$ cat src/rtl/sbqe_pkg.sv
package sbqe_pkg;

  localparam int MAX_PROCS_DEF = 32;

  localparam int OP_W     = 3;
  localparam int KEY_W    = 32;
  localparam int SLOT_W   = 5;
  localparam int PID_W    = 31;
  localparam int STATUS_W = 2;

  localparam logic [OP_W-1:0] OP_INSERT   = 3'd0;
  localparam logic [OP_W-1:0] OP_RM_HEAD  = 3'd1;
  localparam logic [OP_W-1:0] OP_RM_PROC  = 3'd2;
  localparam logic [OP_W-1:0] OP_PEEK     = 3'd3;
  localparam logic [OP_W-1:0] OP_FIND_PID = 3'd4;
  localparam logic [OP_W-1:0] OP_FIND_SEM = 3'd5;

  localparam logic [STATUS_W-1:0] ST_OK       = 2'd0;
  localparam logic [STATUS_W-1:0] ST_NOFREE   = 2'd1;
  localparam logic [STATUS_W-1:0] ST_NOTFOUND = 2'd2;

  typedef enum logic [3:0] {
    S_IDLE,
    S_PKEY,   // key of the slot being removed is on the read port
    S_SRD,    // key scan: issue read of descriptor key
    S_SCMP,   // key scan: compare
    S_HT,     // head and tail of the hit descriptor are available
    S_NXT,    // link of the head is available
    S_TRV,    // walking the queue for the predecessor
    S_UNL,    // link of the removed slot is available
    S_ALLOC,  // head of the free FIFO is available
    S_PRD,    // pid scan: issue read
    S_PCMP,   // pid scan: compare
    S_PK4     // key of the slot found by pid is available
  } state_t;

endpackage

$ cat src/rtl/sbqe_ram.sv
module sbqe_ram #(
  parameter int W  = 8,
  parameter int D  = 32,
  parameter int AW = $clog2(D)
) (
  input  logic          clk,
  input  logic          we,
  input  logic [AW-1:0] waddr,
  input  logic [W-1:0]  wdata,
  input  logic [AW-1:0] raddr,
  output logic [W-1:0]  rd_data
);

  logic [W-1:0] mem_r [D];
  logic [W-1:0] rd_data_r;

  always_ff @(posedge clk) begin
    if (we) begin
      mem_r[waddr] <= wdata;
    end
  end

  always_ff @(posedge clk) begin
    rd_data_r <= mem_r[raddr];
  end

  assign rd_data = rd_data_r;

endmodule

$ cat src/rtl/semaphore_blocked_queue_engine.sv
// A transaction refused on entry is answered straight from idle; otherwise the result
//   waits on the pid scan (a compare only for blocked slots), the descriptor key scan (a
//   compare only for active descriptors) and the queue walk of remove-process.
// Throughput: one transaction at a time; busy is low again in the cycle of the strobe.
// Reset (rst_n low, synchronous): all descriptors free, no slot blocked, free FIFO in order.
// The receiver cannot stall: out_valid is high for exactly one cycle per transaction.
module semaphore_blocked_queue_engine #(
  parameter int MAX_PROCS = sbqe_pkg::MAX_PROCS_DEF
) (
  input  logic                           clk,
  input  logic                           rst_n,
  input  logic                           start,
  output logic                           busy,
  input  logic [sbqe_pkg::OP_W-1:0]      in_op,
  input  logic [sbqe_pkg::KEY_W-1:0]     in_sem_key,
  input  logic [sbqe_pkg::SLOT_W-1:0]    in_proc_slot,
  input  logic [sbqe_pkg::PID_W-1:0]     in_proc_pid,
  output logic                           out_valid,
  output logic [sbqe_pkg::STATUS_W-1:0]  out_status,
  output logic [sbqe_pkg::SLOT_W-1:0]    out_result_slot,
  output logic [sbqe_pkg::SLOT_W-1:0]    out_desc_index
);

  localparam int IW = $clog2(MAX_PROCS);
  localparam int CW = $clog2(MAX_PROCS + 1);
  localparam logic [IW-1:0] LAST = IW'(MAX_PROCS - 1);

  sbqe_pkg::state_t state_r, state_nxt;

  logic [sbqe_pkg::OP_W-1:0]  op_r, op_nxt;
  logic [sbqe_pkg::KEY_W-1:0] key_r, key_nxt;
  logic [sbqe_pkg::PID_W-1:0] pid_r, pid_nxt;
  logic [IW-1:0] slot_r, slot_nxt;
  logic [IW-1:0] idx_r, idx_nxt;
  logic [IW-1:0] d_r, d_nxt;
  logic [IW-1:0] s_r, s_nxt;
  logic [IW-1:0] head_r, head_nxt;
  logic [IW-1:0] tail_r, tail_nxt;
  logic [IW-1:0] prev_r, prev_nxt;
  logic [CW-1:0] steps_r, steps_nxt;
  logic [IW-1:0] rd_r, rd_nxt;
  logic [CW-1:0] cnt_r, cnt_nxt;
  logic [MAX_PROCS-1:0] active_r, active_nxt;
  logic [MAX_PROCS-1:0] blocked_r, blocked_nxt;
  logic [MAX_PROCS-1:0] fv_r, fv_nxt;
  logic          fvld_r;
  logic [IW-1:0] faddr_r;
  logic                            out_valid_r, out_valid_nxt;
  logic [sbqe_pkg::STATUS_W-1:0]   out_status_r, out_status_nxt;
  logic [IW-1:0]                   out_slot_r, out_slot_nxt;
  logic [IW-1:0]                   out_desc_r, out_desc_nxt;

  // memory ports
  logic key_we, head_we, tail_we, next_we, pkey_we, pid_we, free_we;
  logic [IW-1:0] key_wa, head_wa, tail_wa, next_wa, pkey_wa, pid_wa, free_wa;
  logic [IW-1:0] head_wd, tail_wd, next_wd, free_wd;
  logic [IW-1:0] pkey_ra, next_ra;
  logic [sbqe_pkg::KEY_W-1:0] key_q, pkey_q;
  logic [sbqe_pkg::PID_W-1:0] pid_q;
  logic [IW-1:0] head_q, tail_q, next_q, free_q, free_d;

  logic [IW-1:0] in_slot_i;
  logic          in_slot_ok;
  logic          key_hit, pid_hit, idx_last, srch_nf, trv_go, trv_ok;
  logic [CW:0]   wr_sum;
  logic [IW-1:0] wr_ptr;

  sbqe_ram #(.W(sbqe_pkg::KEY_W), .D(MAX_PROCS)) u_desc_key (
    .clk(clk), .we(key_we), .waddr(key_wa), .wdata(key_r), .raddr(idx_r), .rd_data(key_q));
  sbqe_ram #(.W(IW), .D(MAX_PROCS)) u_desc_head (
    .clk(clk), .we(head_we), .waddr(head_wa), .wdata(head_wd), .raddr(idx_r),
    .rd_data(head_q));
  sbqe_ram #(.W(IW), .D(MAX_PROCS)) u_desc_tail (
    .clk(clk), .we(tail_we), .waddr(tail_wa), .wdata(tail_wd), .raddr(idx_r),
    .rd_data(tail_q));
  sbqe_ram #(.W(IW), .D(MAX_PROCS)) u_proc_next (
    .clk(clk), .we(next_we), .waddr(next_wa), .wdata(next_wd), .raddr(next_ra),
    .rd_data(next_q));
  sbqe_ram #(.W(sbqe_pkg::KEY_W), .D(MAX_PROCS)) u_proc_key (
    .clk(clk), .we(pkey_we), .waddr(pkey_wa), .wdata(key_r), .raddr(pkey_ra),
    .rd_data(pkey_q));
  sbqe_ram #(.W(sbqe_pkg::PID_W), .D(MAX_PROCS)) u_proc_pid (
    .clk(clk), .we(pid_we), .waddr(pid_wa), .wdata(pid_r), .raddr(idx_r), .rd_data(pid_q));
  sbqe_ram #(.W(IW), .D(MAX_PROCS)) u_free_fifo (
    .clk(clk), .we(free_we), .waddr(free_wa), .wdata(free_wd), .raddr(rd_r),
    .rd_data(free_q));

  assign in_slot_i  = IW'(in_proc_slot);
  assign in_slot_ok = 9'(in_proc_slot) < 9'(MAX_PROCS);
  assign key_hit    = key_q == key_r;
  assign pid_hit    = pid_q == pid_r;
  assign idx_last   = idx_r == LAST;
  assign srch_nf    = ((state_r == sbqe_pkg::S_SRD) && !active_r[idx_r] && idx_last) ||
                      ((state_r == sbqe_pkg::S_SCMP) && !key_hit && idx_last);
  assign trv_go     = (next_q != slot_r) && (prev_r != tail_r) &&
                      (steps_r < CW'(MAX_PROCS));
  assign trv_ok     = (next_q == slot_r) && (prev_r != tail_r);
  // an entry never written since reset still holds its own index
  assign free_d     = fvld_r ? free_q : faddr_r;
  assign wr_sum     = (CW+1)'(rd_r) + (CW+1)'(cnt_r);
  assign wr_ptr     = (wr_sum >= (CW+1)'(MAX_PROCS)) ? IW'(wr_sum - (CW+1)'(MAX_PROCS))
                                                     : IW'(wr_sum);
  assign pkey_ra    = (state_r == sbqe_pkg::S_IDLE) ? in_slot_i : idx_r;

  // next state
  always_comb begin
    state_nxt = state_r;
    unique case (state_r)
      sbqe_pkg::S_IDLE: begin
        if (start) begin
          case (in_op)
            sbqe_pkg::OP_INSERT:
              state_nxt = (in_slot_ok && !blocked_r[in_slot_i]) ? sbqe_pkg::S_SRD
                                                                : sbqe_pkg::S_IDLE;
            sbqe_pkg::OP_RM_HEAD, sbqe_pkg::OP_PEEK, sbqe_pkg::OP_FIND_SEM:
              state_nxt = sbqe_pkg::S_SRD;
            sbqe_pkg::OP_RM_PROC:
              state_nxt = (in_slot_ok && blocked_r[in_slot_i]) ? sbqe_pkg::S_PKEY
                                                               : sbqe_pkg::S_IDLE;
            sbqe_pkg::OP_FIND_PID: state_nxt = sbqe_pkg::S_PRD;
            default:               state_nxt = sbqe_pkg::S_IDLE;
          endcase
        end
      end
      sbqe_pkg::S_PKEY, sbqe_pkg::S_PK4: state_nxt = sbqe_pkg::S_SRD;
      sbqe_pkg::S_SRD, sbqe_pkg::S_SCMP: begin
        if (srch_nf) begin
          state_nxt = (op_r == sbqe_pkg::OP_INSERT && cnt_r != '0) ? sbqe_pkg::S_ALLOC
                                                                   : sbqe_pkg::S_IDLE;
        end else if (state_r == sbqe_pkg::S_SRD) begin
          state_nxt = active_r[idx_r] ? sbqe_pkg::S_SCMP : sbqe_pkg::S_SRD;
        end else if (key_hit) begin
          state_nxt = (op_r == sbqe_pkg::OP_FIND_SEM || op_r == sbqe_pkg::OP_FIND_PID)
                      ? sbqe_pkg::S_IDLE : sbqe_pkg::S_HT;
        end else begin
          state_nxt = sbqe_pkg::S_SRD;
        end
      end
      sbqe_pkg::S_HT: begin
        if (op_r == sbqe_pkg::OP_RM_HEAD) begin
          state_nxt = (tail_q == head_q) ? sbqe_pkg::S_IDLE : sbqe_pkg::S_NXT;
        end else if (op_r == sbqe_pkg::OP_RM_PROC) begin
          if (head_q == slot_r) begin
            state_nxt = (tail_q == slot_r) ? sbqe_pkg::S_IDLE : sbqe_pkg::S_NXT;
          end else begin
            state_nxt = sbqe_pkg::S_TRV;
          end
        end else begin
          state_nxt = sbqe_pkg::S_IDLE;
        end
      end
      sbqe_pkg::S_TRV: begin
        if (trv_go) begin
          state_nxt = sbqe_pkg::S_TRV;
        end else begin
          state_nxt = trv_ok ? sbqe_pkg::S_UNL : sbqe_pkg::S_IDLE;
        end
      end
      sbqe_pkg::S_PRD: begin
        if (blocked_r[idx_r]) begin
          state_nxt = sbqe_pkg::S_PCMP;
        end else begin
          state_nxt = idx_last ? sbqe_pkg::S_IDLE : sbqe_pkg::S_PRD;
        end
      end
      sbqe_pkg::S_PCMP: begin
        if (pid_hit) begin
          state_nxt = sbqe_pkg::S_PK4;
        end else begin
          state_nxt = idx_last ? sbqe_pkg::S_IDLE : sbqe_pkg::S_PRD;
        end
      end
      sbqe_pkg::S_NXT, sbqe_pkg::S_UNL, sbqe_pkg::S_ALLOC: state_nxt = sbqe_pkg::S_IDLE;
      default: state_nxt = sbqe_pkg::S_IDLE;
    endcase
  end

  // datapath and outputs
  always_comb begin
    op_nxt      = op_r;
    key_nxt     = key_r;
    pid_nxt     = pid_r;
    slot_nxt    = slot_r;
    idx_nxt     = idx_r;
    d_nxt       = d_r;
    s_nxt       = s_r;
    head_nxt    = head_r;
    tail_nxt    = tail_r;
    prev_nxt    = prev_r;
    steps_nxt   = steps_r;
    rd_nxt      = rd_r;
    cnt_nxt     = cnt_r;
    active_nxt  = active_r;
    blocked_nxt = blocked_r;
    fv_nxt      = fv_r;
    key_we = 1'b0;  key_wa  = d_r;
    head_we = 1'b0; head_wa = d_r;    head_wd = slot_r;
    tail_we = 1'b0; tail_wa = d_r;    tail_wd = slot_r;
    next_we = 1'b0; next_wa = prev_r; next_wd = next_q;
    pkey_we = 1'b0; pkey_wa = slot_r;
    pid_we  = 1'b0; pid_wa  = slot_r;
    free_we = 1'b0; free_wa = wr_ptr; free_wd = d_r;
    next_ra = slot_r;
    out_valid_nxt  = 1'b0;
    out_status_nxt = sbqe_pkg::ST_NOTFOUND;
    out_slot_nxt   = '0;
    out_desc_nxt   = '0;

    unique case (state_r)
      sbqe_pkg::S_IDLE: begin
        if (start) begin
          op_nxt   = in_op;
          key_nxt  = in_sem_key;
          pid_nxt  = in_proc_pid;
          slot_nxt = in_slot_i;
          idx_nxt  = '0;
          if (state_nxt == sbqe_pkg::S_IDLE) begin
            out_valid_nxt = 1'b1;
          end
        end
      end
      sbqe_pkg::S_PKEY, sbqe_pkg::S_PK4: begin
        key_nxt = pkey_q;
        idx_nxt = '0;
      end
      sbqe_pkg::S_SRD, sbqe_pkg::S_SCMP: begin
        if (srch_nf) begin
          if (op_r == sbqe_pkg::OP_FIND_PID) begin
            out_valid_nxt  = 1'b1;
            out_status_nxt = sbqe_pkg::ST_OK;
            out_slot_nxt   = s_r;
          end else if (op_r == sbqe_pkg::OP_INSERT && cnt_r == '0) begin
            out_valid_nxt  = 1'b1;
            out_status_nxt = sbqe_pkg::ST_NOFREE;
          end else if (op_r != sbqe_pkg::OP_INSERT) begin
            out_valid_nxt = 1'b1;
          end
        end else if (state_r == sbqe_pkg::S_SCMP && key_hit) begin
          d_nxt = idx_r;
          if (op_r == sbqe_pkg::OP_FIND_SEM || op_r == sbqe_pkg::OP_FIND_PID) begin
            out_valid_nxt  = 1'b1;
            out_status_nxt = sbqe_pkg::ST_OK;
            out_slot_nxt   = (op_r == sbqe_pkg::OP_FIND_PID) ? s_r : '0;
            out_desc_nxt   = idx_r;
          end
        end else if (state_r == sbqe_pkg::S_SCMP || !active_r[idx_r]) begin
          idx_nxt = idx_r + 1'b1;
        end
      end
      sbqe_pkg::S_HT: begin
        head_nxt  = head_q;
        tail_nxt  = tail_q;
        prev_nxt  = head_q;
        steps_nxt = '0;
        out_desc_nxt = d_r;
        case (op_r)
          sbqe_pkg::OP_INSERT: begin
            next_we = 1'b1; next_wa = tail_q; next_wd = slot_r;
            tail_we = 1'b1;
            pkey_we = 1'b1;
            pid_we  = 1'b1;
            blocked_nxt[slot_r] = 1'b1;
            out_valid_nxt  = 1'b1;
            out_status_nxt = sbqe_pkg::ST_OK;
            out_slot_nxt   = slot_r;
          end
          sbqe_pkg::OP_PEEK: begin
            out_valid_nxt  = 1'b1;
            out_status_nxt = sbqe_pkg::ST_OK;
            out_slot_nxt   = head_q;
          end
          sbqe_pkg::OP_RM_HEAD: begin
            next_ra = head_q;
            blocked_nxt[head_q] = 1'b0;
            if (tail_q == head_q) begin
              active_nxt[d_r] = 1'b0;
              if (cnt_r < CW'(MAX_PROCS)) begin
                free_we = 1'b1;
                fv_nxt[wr_ptr] = 1'b1;
                cnt_nxt = cnt_r + 1'b1;
              end
              out_valid_nxt  = 1'b1;
              out_status_nxt = sbqe_pkg::ST_OK;
              out_slot_nxt   = head_q;
            end
          end
          default: begin
            // remove process
            next_ra = (head_q == slot_r) ? slot_r : head_q;
            if (head_q == slot_r && tail_q == slot_r) begin
              active_nxt[d_r]     = 1'b0;
              blocked_nxt[slot_r] = 1'b0;
              if (cnt_r < CW'(MAX_PROCS)) begin
                free_we = 1'b1;
                fv_nxt[wr_ptr] = 1'b1;
                cnt_nxt = cnt_r + 1'b1;
              end
              out_valid_nxt  = 1'b1;
              out_status_nxt = sbqe_pkg::ST_OK;
              out_slot_nxt   = slot_r;
            end
          end
        endcase
      end
      sbqe_pkg::S_NXT: begin
        head_we = 1'b1;
        head_wd = next_q;
        if (op_r == sbqe_pkg::OP_RM_PROC) begin
          blocked_nxt[slot_r] = 1'b0;
        end
        out_valid_nxt  = 1'b1;
        out_status_nxt = sbqe_pkg::ST_OK;
        out_slot_nxt   = (op_r == sbqe_pkg::OP_RM_PROC) ? slot_r : head_r;
        out_desc_nxt   = d_r;
      end
      sbqe_pkg::S_TRV: begin
        if (trv_go) begin
          prev_nxt  = next_q;
          steps_nxt = steps_r + 1'b1;
          next_ra   = next_q;
        end else if (trv_ok) begin
          next_ra = slot_r;
        end else begin
          out_valid_nxt = 1'b1;
        end
      end
      sbqe_pkg::S_UNL: begin
        // unlink: predecessor takes over the removed slot's link
        next_we = 1'b1;
        tail_we = tail_r == slot_r;
        tail_wd = prev_r;
        blocked_nxt[slot_r] = 1'b0;
        out_valid_nxt  = 1'b1;
        out_status_nxt = sbqe_pkg::ST_OK;
        out_slot_nxt   = slot_r;
        out_desc_nxt   = d_r;
      end
      sbqe_pkg::S_ALLOC: begin
        d_nxt   = free_d;
        key_we  = 1'b1; key_wa  = free_d;
        head_we = 1'b1; head_wa = free_d;
        tail_we = 1'b1; tail_wa = free_d;
        pkey_we = 1'b1;
        pid_we  = 1'b1;
        active_nxt[free_d]  = 1'b1;
        blocked_nxt[slot_r] = 1'b1;
        rd_nxt  = (rd_r == LAST) ? '0 : rd_r + 1'b1;
        cnt_nxt = cnt_r - 1'b1;
        out_valid_nxt  = 1'b1;
        out_status_nxt = sbqe_pkg::ST_OK;
        out_slot_nxt   = slot_r;
        out_desc_nxt   = free_d;
      end
      sbqe_pkg::S_PRD: begin
        if (!blocked_r[idx_r]) begin
          if (idx_last) begin
            out_valid_nxt = 1'b1;
          end else begin
            idx_nxt = idx_r + 1'b1;
          end
        end
      end
      sbqe_pkg::S_PCMP: begin
        if (pid_hit) begin
          s_nxt = idx_r;
        end else if (idx_last) begin
          out_valid_nxt = 1'b1;
        end else begin
          idx_nxt = idx_r + 1'b1;
        end
      end
      default: begin
      end
    endcase
  end

  always_ff @(posedge clk) begin
    if (!rst_n) begin
      state_r     <= sbqe_pkg::S_IDLE;
      rd_r        <= '0;
      cnt_r       <= CW'(MAX_PROCS);
      active_r    <= '0;
      blocked_r   <= '0;
      fv_r        <= '0;
      out_valid_r <= 1'b0;
    end else begin
      state_r     <= state_nxt;
      rd_r        <= rd_nxt;
      cnt_r       <= cnt_nxt;
      active_r    <= active_nxt;
      blocked_r   <= blocked_nxt;
      fv_r        <= fv_nxt;
      out_valid_r <= out_valid_nxt;
    end
  end

  always_ff @(posedge clk) begin
    op_r         <= op_nxt;
    key_r        <= key_nxt;
    pid_r        <= pid_nxt;
    slot_r       <= slot_nxt;
    idx_r        <= idx_nxt;
    d_r          <= d_nxt;
    s_r          <= s_nxt;
    head_r       <= head_nxt;
    tail_r       <= tail_nxt;
    prev_r       <= prev_nxt;
    steps_r      <= steps_nxt;
    fvld_r       <= fv_r[rd_r];
    faddr_r      <= rd_r;
    out_status_r <= out_status_nxt;
    out_slot_r   <= out_slot_nxt;
    out_desc_r   <= out_desc_nxt;
  end

  assign busy            = state_r != sbqe_pkg::S_IDLE;
  assign out_valid       = out_valid_r;
  assign out_status      = out_status_r;
  assign out_result_slot = 5'(out_slot_r);
  assign out_desc_index  = 5'(out_desc_r);

`ifndef ASSERT_OFF
  a_strobe_idle: assert property (@(posedge clk) disable iff (!rst_n)
    out_valid |-> !busy) else $error("result strobe while busy");
  a_free_cnt: assert property (@(posedge clk) disable iff (!rst_n)
    cnt_r <= CW'(MAX_PROCS)) else $error("free count overflow");
  a_fail_zero: assert property (@(posedge clk) disable iff (!rst_n)
    out_valid && out_status != sbqe_pkg::ST_OK |-> out_result_slot == '0 &&
    out_desc_index == '0) else $error("failed transaction with nonzero fields");
  a_alloc_had_free: assert property (@(posedge clk) disable iff (!rst_n)
    state_r == sbqe_pkg::S_ALLOC |-> cnt_r != '0) else $error("allocation from empty pool");
`endif

endmodule

$ cat config.mk
export PLATFORM = sky130hd
export DESIGN_NAME = semaphore_blocked_queue_engine
export DESIGN_NICKNAME = d
export VERILOG_FILES = /design/src/rtl/sbqe_pkg.sv /design/src/rtl/sbqe_ram.sv /design/src/rtl/semaphore_blocked_queue_engine.sv
export SDC_FILE = /design/constraint.sdc
export NUM_CORES = 2
export LEC_CHECK = 0
export BUFFER_PORTS_ARGS = -buffer_cell sky130_fd_sc_hd__buf_2
export CAP_MARGIN = 20
export CORE_MARGIN = 2
export CORE_UTILIZATION = 35
export CTS_CLUSTER_DIAMETER = 200
export DETAILED_ROUTE_END_ITERATION = 10
export SLEW_MARGIN = 20
export SYNTH_ARGS = -nofsm -noshare
export SYNTH_HDL_FRONTEND = slang
export SYNTH_SLANG_ARGS = --single-unit
$ cat constraint.sdc
create_clock -name clk -period 4.8 [get_ports clk]
set_input_delay 0.48 -clock clk [delete_from_list [all_inputs] [get_ports clk]]
set_output_delay 0.48 -clock clk [all_outputs]
set_load 0.05 [all_outputs]
==> metrics.yaml <==
synth:
  syn_nets: 7523
  synthCells: 7433
  syn_avg_cell_area_sq_um: 20.9
  ys_seq_elements: 4032
  yosys.area.top_type: "edfxtp_1"
  yosys_most_used_dff: "edfxtp_1"
  async_flop_share_pct: 0
  synth_commonest_cells: "edfxtp_1, mux4_2, nand2_1, nor2_1, clkbuf_1"
  synth_edf_count: 3787
  yosysSeqAreaShare_pct: 76.2
  yosysWarnings: 0
  yosysMostFrequentCell: "edfxtp_1"
  ys_types: 78
  synth_top_area_share_pct: 73.1
  synthTopCellsByArea: "edfxtp_1, mux4_2, dfxtp_1"
  synth_area_sq_um: 156000
timing:
  final_max_slew_viol_count: 0
  max_freq_mhz: 239
  grt_setup_unrepaired: "no"
  worstMarginPinSlew_ns: 1.12
  finalSetupViolations: 0
  min_period_ns: 4.18
  finalClockSkew_ns: 0.0560
  relSlewSlack_pct: 25.5
  finalSetupTns_ns: 0
  final_hold_viol_count: 0
  period_share_pct: 87.2
run_status:
  status: "finished clean"
layout:
  utilization_pct: 40.6
  fin_area_sq_um: 180000
  fin_cells: 14145
  syn2layout_area_growth_pct: 15.5
  drive_gt1_share_pct: 28.2
  fin_nets: 7977
floorplan:
  fp.dieH_um: 671
  die_x_um: 671
  die_area_sq_um: 450000
  initial_utilization_pct: 35.2
  io_pins: 88
  fp-row-count: 244
  core_area_sq_um: 442000
power:
  total_power_mw: 78.1
  peakVddDrop_mv: 0.291
  cellPowerDensity_nw_per_um2: 435
  leakagePower_nw: 55.5
cts:
  cts_tree: "yes"
  clkLatencyLatePin_ns: 0.98
  hold_buffers: 65
  postCtsSetupBuffers: 0
  clk_pin_slew_ns: 0.06
  clock_sinks: 4032
  cts_made_buffers: 400
  cts.repair.resized: 0
  clock-root-buffer: "clkbuf_16"
  clockBufferDepth: 4
  htreeDepth: 5
placement:
  placed_area_sq_um: 166000
  gp_congestion: 0.843
  io_buffer_count: 87
  dp_cells: 13319
  dp_hpwl_um: 220000
setup_path:
  worst_ep_required_time_ns: 5.60
  rr_worst_depth: 10
  cp-endpoint: "u_proc_next.rd_data[2]"
  startpoint: "state_r[1]"
  timing.rr.start: "state_r[1]"
  worstSetupPathType: "reg -> reg"
  r2r_slack_ns: 0.62
  r2r_end: "u_proc_next.rd_data[2]"
  endpoint_kind: "flop"
  cp_max_fo: 26
  crit_arrival_ns: 4.98
  cp-start-kind: "flop"
detailed_routing:
  wl_per_cell_um: 28.1
  vias: 77068
  viasPerCell: 5.45
  postRouteAntennaNets: 0
  firstDrtPassIters: 8
  drc: 0
  routed_wl_um: 397000
  drt_iter0_drc: 8802
global_routing:
  grt_pass1_wl_um: 571000
  grt_max_degree: 122
  gr-total-overflow: 0
  grt_pass1_vias: 78113
  grt_usage_pct: 17.2
  antenna_found_initial: 26
job:
  maxCapViolCount: 0
worst_hold_path:
  worstHoldPathType: "in -> reg"
[area by class of cell]
cell class | instances | area [sq um]
multi-input combinational | 2979 | 35800
sequential | 4032 | 119000
tap | 5904 | 7390
fill | 38580 | 262000
timing repair buffer | 450 | 4560
clock inverter | 224 | 2260
clock buffer | 527 | 11000
antenna | 5 | 12.5
inverter | 24 | 90.1
[cell families (layout without fill, tap and decap cells)]
family | count (synthesis) | in the layout | synth area share (%)
flip-flops | 4032 | 4032 | 76.2
buffers and inverters | 422 | 1225 | 1.17
XOR/XNOR | 114 | 114 | 0.642
adder cells (fa/ha/maj) | 17 | 17 | 0.145
multiplexers | 1257 | 1257 | 16.9
other | 0 | 5 | 0
AND/OR/NAND/NOR | 1163 | 1163 | 3.25
AO/OA/AOI/OAI | 428 | 428 | 1.69
[sequential cells by signal (all words and copies together) (netlist names), 160 cells and up]
name,flops
u_proc_pid.mem_r,992
u_desc_head.mem_r,160
u_desc_key.mem_r,1024
u_proc_next.mem_r,160
u_desc_tail.mem_r,160
u_free_fifo.mem_r,160
u_proc_key.mem_r,1024
[routing by layer]
layer	global-route usage, %	routed length, um	part of all wire (%)	vias to the layer above
li1	-	-	-	31579
met5	0	27	0.0068	-
met2	29.0	197000	50	3207
met4	3.98	9800	2.5	4
met1	23.8	164000	41	41637
met3	2.28	26000	6.6	641
[worst max-delay path, cell delays in order (launching register included)]
cell      delay [ns]
dfxtp_1         0.59
inv_2           0.20
nor2_1          0.30
nand2_1         0.44
a21oi_1         0.45
o21a_1          0.55
or2_2           0.57
mux4_2          0.39
or2_2           0.30
o211ai_1        0.14
a211oi_1        0.12
[placed cells by master (no fill, tap or decap), drive strengths merged, types with 11 or more instances in the layout]
master,count
clkinv,161
a31oi,41
nor2,309
dfxtp,245
nor4,16
xor2,68
inv,33
bufinv,33
mux4,1080
clkbuf,527
nand2b,19
a22oi,12
a21oi,65
buf,384
mux2,130
xnor2,46
dlygate4sd3,66
nor3,28
a32oi,12
edfxtp,3787
nand3,212
o21a,37
ha,14
clkinvlp,21
a211oi,18
or2,20
and3,11
mux2i,47
o21ai,187
nor3b,13
nand2,489
[power breakdown]
| part | switching, mW | total (mW) | internal [mW] |
|---|---|---|---|
| Clock | 13.4 | 31.4 | 18.0 |
| Combinational | 4.08 | 7.13 | 3.04 |
| Sequential | 0.418 | 39.6 | 39.2 |
[per-stage QoR]
| stage | worst slack [ns] | hold WS [ns] |
|---|---|---|
| 2_1_floorplan | -0.145 | 0.354 |
| 3_3_place_gp | 0.804 | 0.444 |
| 3_5_place_dp | 0.759 | 0.451 |
| 4_1_cts | 0.747 | 0.00251 |
| 5_1_grt | 0.305 | 0.0444 |
| 6_report | 0.615 | 0.0765 |
[worst min-delay path by stage]
stage	start	slack (ns)	cells past startpoint	to
after floorplan	rd_r[2]	0.35	0	faddr_r[2]
after global placement	fv_r[31]	0.44	1	fv_r[31]
after detailed placement	fv_r[31]	0.45	1	fv_r[31]
after CTS	in_sem_key[7]	0.003	2	key_r[7]
after global routing	in_sem_key[23]	0.04	2	key_r[23]
final	in_sem_key[23]	0.08	2	key_r[23]
(Power assumes the default switching activity.)
